## src/design/sbe_pkg.sv

```systemverilog
// Shared opcodes, value kinds, status codes and Q32.32 helpers for the bytecode executor.
package sbe_pkg;

    localparam int unsigned STACK_DEPTH_DEF = 256;

    localparam logic [3:0] OP_RETURN  = 4'd0;
    localparam logic [3:0] OP_CONST   = 4'd1;
    localparam logic [3:0] OP_NEGATE  = 4'd2;
    localparam logic [3:0] OP_ADD     = 4'd3;
    localparam logic [3:0] OP_SUB     = 4'd4;
    localparam logic [3:0] OP_MUL     = 4'd5;
    localparam logic [3:0] OP_DIV     = 4'd6;
    localparam logic [3:0] OP_NIL     = 4'd7;
    localparam logic [3:0] OP_TRUE    = 4'd8;
    localparam logic [3:0] OP_FALSE   = 4'd9;
    localparam logic [3:0] OP_NOT     = 4'd10;
    localparam logic [3:0] OP_EQUAL   = 4'd11;
    localparam logic [3:0] OP_GREATER = 4'd12;
    localparam logic [3:0] OP_LESS    = 4'd13;

    localparam logic [1:0] K_NIL   = 2'd0;
    localparam logic [1:0] K_BOOL  = 2'd1;
    localparam logic [1:0] K_NUM   = 2'd2;
    localparam logic [1:0] K_EMPTY = 2'd3;

    localparam logic [2:0] ST_OK   = 3'd0;
    localparam logic [2:0] ST_RET  = 3'd1;
    localparam logic [2:0] ST_OPND = 3'd2;
    localparam logic [2:0] ST_RHS  = 3'd3;
    localparam logic [2:0] ST_LHS  = 3'd4;
    localparam logic [2:0] ST_OVF  = 3'd5;
    localparam logic [2:0] ST_UNF  = 3'd6;

    localparam logic [63:0] SIGN64 = 64'h8000_0000_0000_0000;
    localparam logic [63:0] MAX64  = 64'h7FFF_FFFF_FFFF_FFFF;

    // Request to the multiply/divide unit
    typedef struct packed {
        logic start;
        logic is_div;
    } md_req_t;

    function automatic logic [63:0] mag_of(input logic [63:0] a);
        return a[63] ? (64'd0 - a) : a;
    endfunction

    function automatic logic [63:0] sat_from_mag(input logic [63:0] m, input logic neg,
                                                 input logic ovf);
        logic [63:0] r;
        if (!neg) r = (ovf || m > MAX64) ? MAX64 : m;
        else      r = (ovf || m > SIGN64) ? SIGN64 : (64'd0 - m);
        return r;
    endfunction

    function automatic logic [63:0] q_neg(input logic [63:0] a);
        return (a == SIGN64) ? MAX64 : (64'd0 - a);
    endfunction

    function automatic logic [63:0] q_add(input logic [63:0] a, input logic [63:0] b);
        logic [63:0] r;
        r = a + b;
        if (a[63] == b[63] && r[63] != a[63]) r = a[63] ? SIGN64 : MAX64;
        return r;
    endfunction

    function automatic logic [63:0] q_sub(input logic [63:0] a, input logic [63:0] b);
        logic [63:0] r;
        r = a - b;
        if (a[63] != b[63] && r[63] != a[63]) r = a[63] ? SIGN64 : MAX64;
        return r;
    endfunction

    function automatic logic signed_less(input logic [63:0] a, input logic [63:0] b);
        return (a ^ SIGN64) < (b ^ SIGN64);
    endfunction

endpackage

```

## src/design/sbe_muldiv.sv

```systemverilog
// Iterative Q32.32 multiply (four 32x32 partial products) and restoring divide.
module sbe_muldiv (
    input  logic             aclk,
    input  logic             aresetn,
    input  sbe_pkg::md_req_t req,
    input  logic [63:0]      lhs,
    input  logic [63:0]      rhs,
    output logic             done,
    output logic [63:0]      result
);

    logic         busy_reg, fin_reg, is_div_reg, neg_reg, ovf_reg, done_reg;
    logic [6:0]   cnt_reg;
    logic [63:0]  ua_reg, ub_reg, rem_reg, q_reg, dvd_reg, result_reg;
    logic [127:0] acc_reg;

    logic [31:0]  mx, my;
    logic [63:0]  prod;
    logic [127:0] prod_sh;
    logic [63:0]  rem_sh, rem_new, q_new;
    logic         carry;

    // Pick and scale one partial product
    always_comb begin
        mx = cnt_reg[0] ? ua_reg[63:32] : ua_reg[31:0];
        my = cnt_reg[1] ? ub_reg[63:32] : ub_reg[31:0];
        prod = 64'(mx) * 64'(my);
        case ({cnt_reg[1], cnt_reg[0]})
            2'b00:   prod_sh = {64'd0, prod};
            2'b11:   prod_sh = {prod, 64'd0};
            default: prod_sh = {32'd0, prod, 32'd0};
        endcase
    end

    // One restoring divide step
    always_comb begin
        carry   = rem_reg[63];
        rem_sh  = {rem_reg[62:0], dvd_reg[63]};
        q_new   = {q_reg[62:0], 1'b0};
        rem_new = rem_sh;
        if (carry || rem_sh >= ub_reg) begin
            rem_new  = rem_sh - ub_reg;
            q_new[0] = 1'b1;
        end
    end

    always_ff @(posedge aclk) begin
        if (!aresetn) begin
            busy_reg <= 1'b0;
            fin_reg  <= 1'b0;
            done_reg <= 1'b0;
        end else if (req.start) begin
            is_div_reg <= req.is_div;
            neg_reg    <= lhs[63] ^ rhs[63];
            ua_reg     <= sbe_pkg::mag_of(lhs);
            ub_reg     <= sbe_pkg::mag_of(rhs);
            dvd_reg    <= sbe_pkg::mag_of(lhs);
            cnt_reg    <= '0;
            acc_reg    <= '0;
            rem_reg    <= '0;
            q_reg      <= '0;
            ovf_reg    <= 1'b0;
            if (req.is_div && rhs == 64'd0) begin
                // divide by zero saturates by the dividend sign
                result_reg <= (lhs == 64'd0) ? 64'd0 :
                              (lhs[63] ? sbe_pkg::SIGN64 : sbe_pkg::MAX64);
                done_reg   <= 1'b1;
            end else begin
                busy_reg <= 1'b1;
                done_reg <= 1'b0;
            end
        end else if (fin_reg) begin
            fin_reg  <= 1'b0;
            done_reg <= 1'b1;
            if (is_div_reg)
                result_reg <= sbe_pkg::sat_from_mag(q_reg, neg_reg, ovf_reg);
            else
                result_reg <= sbe_pkg::sat_from_mag(acc_reg[95:32], neg_reg,
                                                    acc_reg[127:96] != 32'd0);
        end else begin
            done_reg <= 1'b0;
            if (busy_reg) begin
                cnt_reg <= cnt_reg + 7'd1;
                if (is_div_reg) begin
                    if (q_reg[63]) ovf_reg <= 1'b1;
                    q_reg   <= q_new;
                    rem_reg <= rem_new;
                    dvd_reg <= {dvd_reg[62:0], 1'b0};
                    if (cnt_reg == 7'd95) begin
                        busy_reg <= 1'b0;
                        fin_reg  <= 1'b1;
                    end
                end else begin
                    acc_reg <= acc_reg + prod_sh;
                    if (cnt_reg == 7'd3) begin
                        busy_reg <= 1'b0;
                        fin_reg  <= 1'b1;
                    end
                end
            end
        end
    end

    assign done   = done_reg;
    assign result = result_reg;

endmodule

```

## config.mk

```make
export PLATFORM = sky130hd
export DESIGN_NAME = sbe_muldiv
export DESIGN_NICKNAME = d
export VERILOG_FILES = /design/src/design/sbe_pkg.sv /design/src/design/sbe_muldiv.sv
export SDC_FILE = /design/constraint.sdc
export NUM_CORES = 2
export LEC_CHECK = 0
export BUFFER_PORTS_ARGS = -buffer_cell sky130_fd_sc_hd__buf_2
export CORE_AREA = 2 2 353 355
export DETAILED_ROUTE_END_ITERATION = 8
export DIE_AREA = 0 0 355 357
export PLACE_DENSITY = 0.84
export SYNTH_ARGS = -nofsm -noshare
export SYNTH_HDL_FRONTEND = slang
export SYNTH_SLANG_ARGS = --single-unit
```

## constraint.sdc

```tcl
create_clock -name aclk -period 13.9 [get_ports aclk]
set_input_delay 0.695 -clock aclk [delete_from_list [all_inputs] [get_ports aclk]]
set_output_delay 0.695 -clock aclk [all_outputs]
set_load 0.05 [all_outputs]
```

==> flow_summary.json <==
{
  "run_status": "finished, violations left",
  "violations": "design-rule violations, max-capacitance violations, max-slew violations",
  "netlist_area_sq_mm": 0.0732,
  "critPathBufInv": 7,
  "dieWidth_um": 355,
  "seq_area_frac_synth_pct": 21.5,
  "wl_per_cell_um": 26.9,
  "reg2regPathDepth": 39,
  "root_buffer": "clkbuf_16",
  "crit_path_end": "acc_reg[115]$_SDFFCE_PP0P_",
  "wl_um": 273000,
  "r2r_slack_ns": 0.34,
  "ys_warn_count": 0,
  "synthCells": 8388,
  "synth-async-reset-ratio_pct": 0,
  "reg2reg_from": "cnt_reg[0]$_SDFFCE_PP0P_",
  "core_sq_mm": 0.123,
  "via_per_inst": 6.55,
  "first_iter_violations": 9537,
  "synthTopCellsByCount": "1197 x nor2_1, 1064 x inv_1, 898 x fa_1",
  "worstSetupPathType": "reg -> reg",
  "setup-violations-final": 0,
  "critPathMaxFanout": 25,
  "skew_ns": 0.0404,
  "synth.distinct_cells": 94,
  "whs_ns": 0.279,
  "cp-end-kind": "flip-flop",
  "hp-class": "in -> reg",
  "grt_pass1_wl_um": 401000,
  "netlist.area_leader.share_pct": 24.6,
  "finalHoldViolCount": 0,
  "num_rows": 129,
  "ys_ff_latch": 525,
  "yosys.area.top_type": "fa_1",
  "port_buffers": 196,
  "maxSlewHeadroom_pct": -0.926,
  "min_period_over_period_pct": 97.5,
  "crit_cells": 39,
  "synth_edf_count": 522,
  "num_vias": 66300,
  "clock_latency_ns": 0.69,
  "crit_slowest_cell": "mux2i_2",
  "synth_flop_cell": "edfxtp_1",
  "route.detailed.drc": 3,
  "hold_buffers": 0,
  "ant_nets": 0,
  "dp_hpwl_um": 216000,
  "cts_tree": "yes",
  "grt_max_degree": 145,
  "holdPathStages": 1,
  "synth.most_common_cell": "nor2_1",
  "die_h_um": 357,
  "synth.avg_cell_area_sq_um": 8.73,
  "initial_utilization_pct": 59.5,
  "first_global_vias": 63900,
  "final_layout_size_suffix_gt1_share_pct": 8.49,
  "layout.nets": 9928,
  "synth_nets": 9885,
  "max_stage_delay_ns": 1.12,
  "cp.arrival_ns": 13.96,
  "crit_start": "cnt_reg[0]$_SDFFCE_PP0P_",
  "antenna_found_initial": 15,
  "grt_overflow": 0,
  "critical_path.top_delay_family": "compound AO/OA/AOI/OAI gates",
  "cts-buffers-inserted": 66,
  "worst_pin_slew_ns": 1.50,
  "cts_max_path_buffers": 3,
  "drt_first_pass_iters": 9,
  "drv_cap": 1,
  "dieArea_sq_mm": 0.127,
  "r2r-end": "acc_reg[115]$_SDFFCE_PP0P_",
  "synthTopCellsByArea": "fa_1 25%, edfxtp_1 21%, ha_1 8.0%",
  "clkTransAtPathRegs_ns": 0.06,
  "ios": 197,
  "worstPathRequired_ns": 14.31,
  "grt.total_usage_pct": 42.5,
  "largest_reg_flops": 128,
  "fin_crit_ns": 13.56,
  "htreeDepth": 3,
  "cts.sinks": 525,
  "place_congestion": 1.09,
  "fmax_mhz": 73.8,
  "maxSlewViolCount": 1,
  "area_delta_synth_final_pct": 7.53,
  "start_kind": "flip-flop"
}
## repair_timing
action,in CTS,in global routing
endpoints found under the setup margin,0,23
buffers inserted,0,5
gates resized for setup,0,6
## stage by stage
step,worst slack [ns],TNS [ns],std cells,instance area (sq um),utilization (%)
2_1_floorplan,1.94,0,8388,73200,-
3_3_place_gp,0.707,0,9995,76500,62.2
3_5_place_dp,0.480,0,9995,76500,62.2
4_1_cts,0.410,0,10100,78600,63.9
5_1_grt,-0.00571,-0.00571,10100,78700,64.0
6_report,0.342,0,10100,78700,64.0
## cell usage in the layout (no fill, tap or decap), types with 60 or more instances in the layout
cell type  instances
xnor2_1          254
clkbuf_16         68
ha_1             466
inv_1           1063
nor2b_1          108
buf_4            219
o21bai_1          60
and2_1            75
nand4_1          122
or3_1             63
nand2_1          815
o21ai_0          327
buf_2            195
nand3_1           87
xor2_1           107
nor3_1           142
fa_1             898
a21o_1           174
o31ai_1           75
nor2_1          1192
mux2i_1           65
edfxtp_1         522
a21oi_1          461
mux2_2            72
## area by class of cell
cell class	instances	area, sq um
multi-input cells	6351	52100
fillers	10300	44300
flip-flops and latches	525	15700
inverters	1067	4010
repair buffers	420	2740
well taps	1637	2050
clock buffers	78	1740
clock inverters	38	358
diodes	9	22.5
## how the worst min path moves through the flow
stage | slack [ns] | end | start
6_report | 0.28 | ub_reg[0]$_DFFE_PP_ | rhs[0]
3_3_place_gp | 0.50 | fin_reg$_SDFFE_PN0N_ | busy_reg$_SDFFE_PN0P_
5_1_grt | 0.28 | ub_reg[0]$_DFFE_PP_ | rhs[0]
2_1_floorplan | 0.48 | fin_reg$_SDFFE_PN0N_ | fin_reg$_SDFFE_PN0N_
3_5_place_dp | 0.53 | dvd_reg[47]$_DFFE_PP_ | dvd_reg[46]$_DFFE_PP_
4_1_cts | 0.24 | ub_reg[0]$_DFFE_PP_ | rhs[0]
## cells by family after synthesis
| kind of cell | share of synthesized area, % |
|---|---|
| flip-flops | 21.5 |
| multiplexers | 2.36 |
| AO/OA/AOI/OAI | 14.0 |
| XOR/XNOR | 4.33 |
| buffers and inverters | 7.76 |
| AND/OR/NAND/NOR | 17.5 |
| adder cells (fa/ha/maj) | 32.5 |
## routing by layer
metal	routed length [um]	track usage (%)	share of wire [%]	vias up
met5	303	0.778	0.11	-
met4	11200	15.5	4.1	22
met3	46200	18.8	17	794
met2	108000	57.2	40	4912
met1	107000	60.1	39	32400
li1	-	-	-	28200
Power is not shown: default switching activity piles up to over one toggle a cycle in this logic, so the estimate is an artifact.
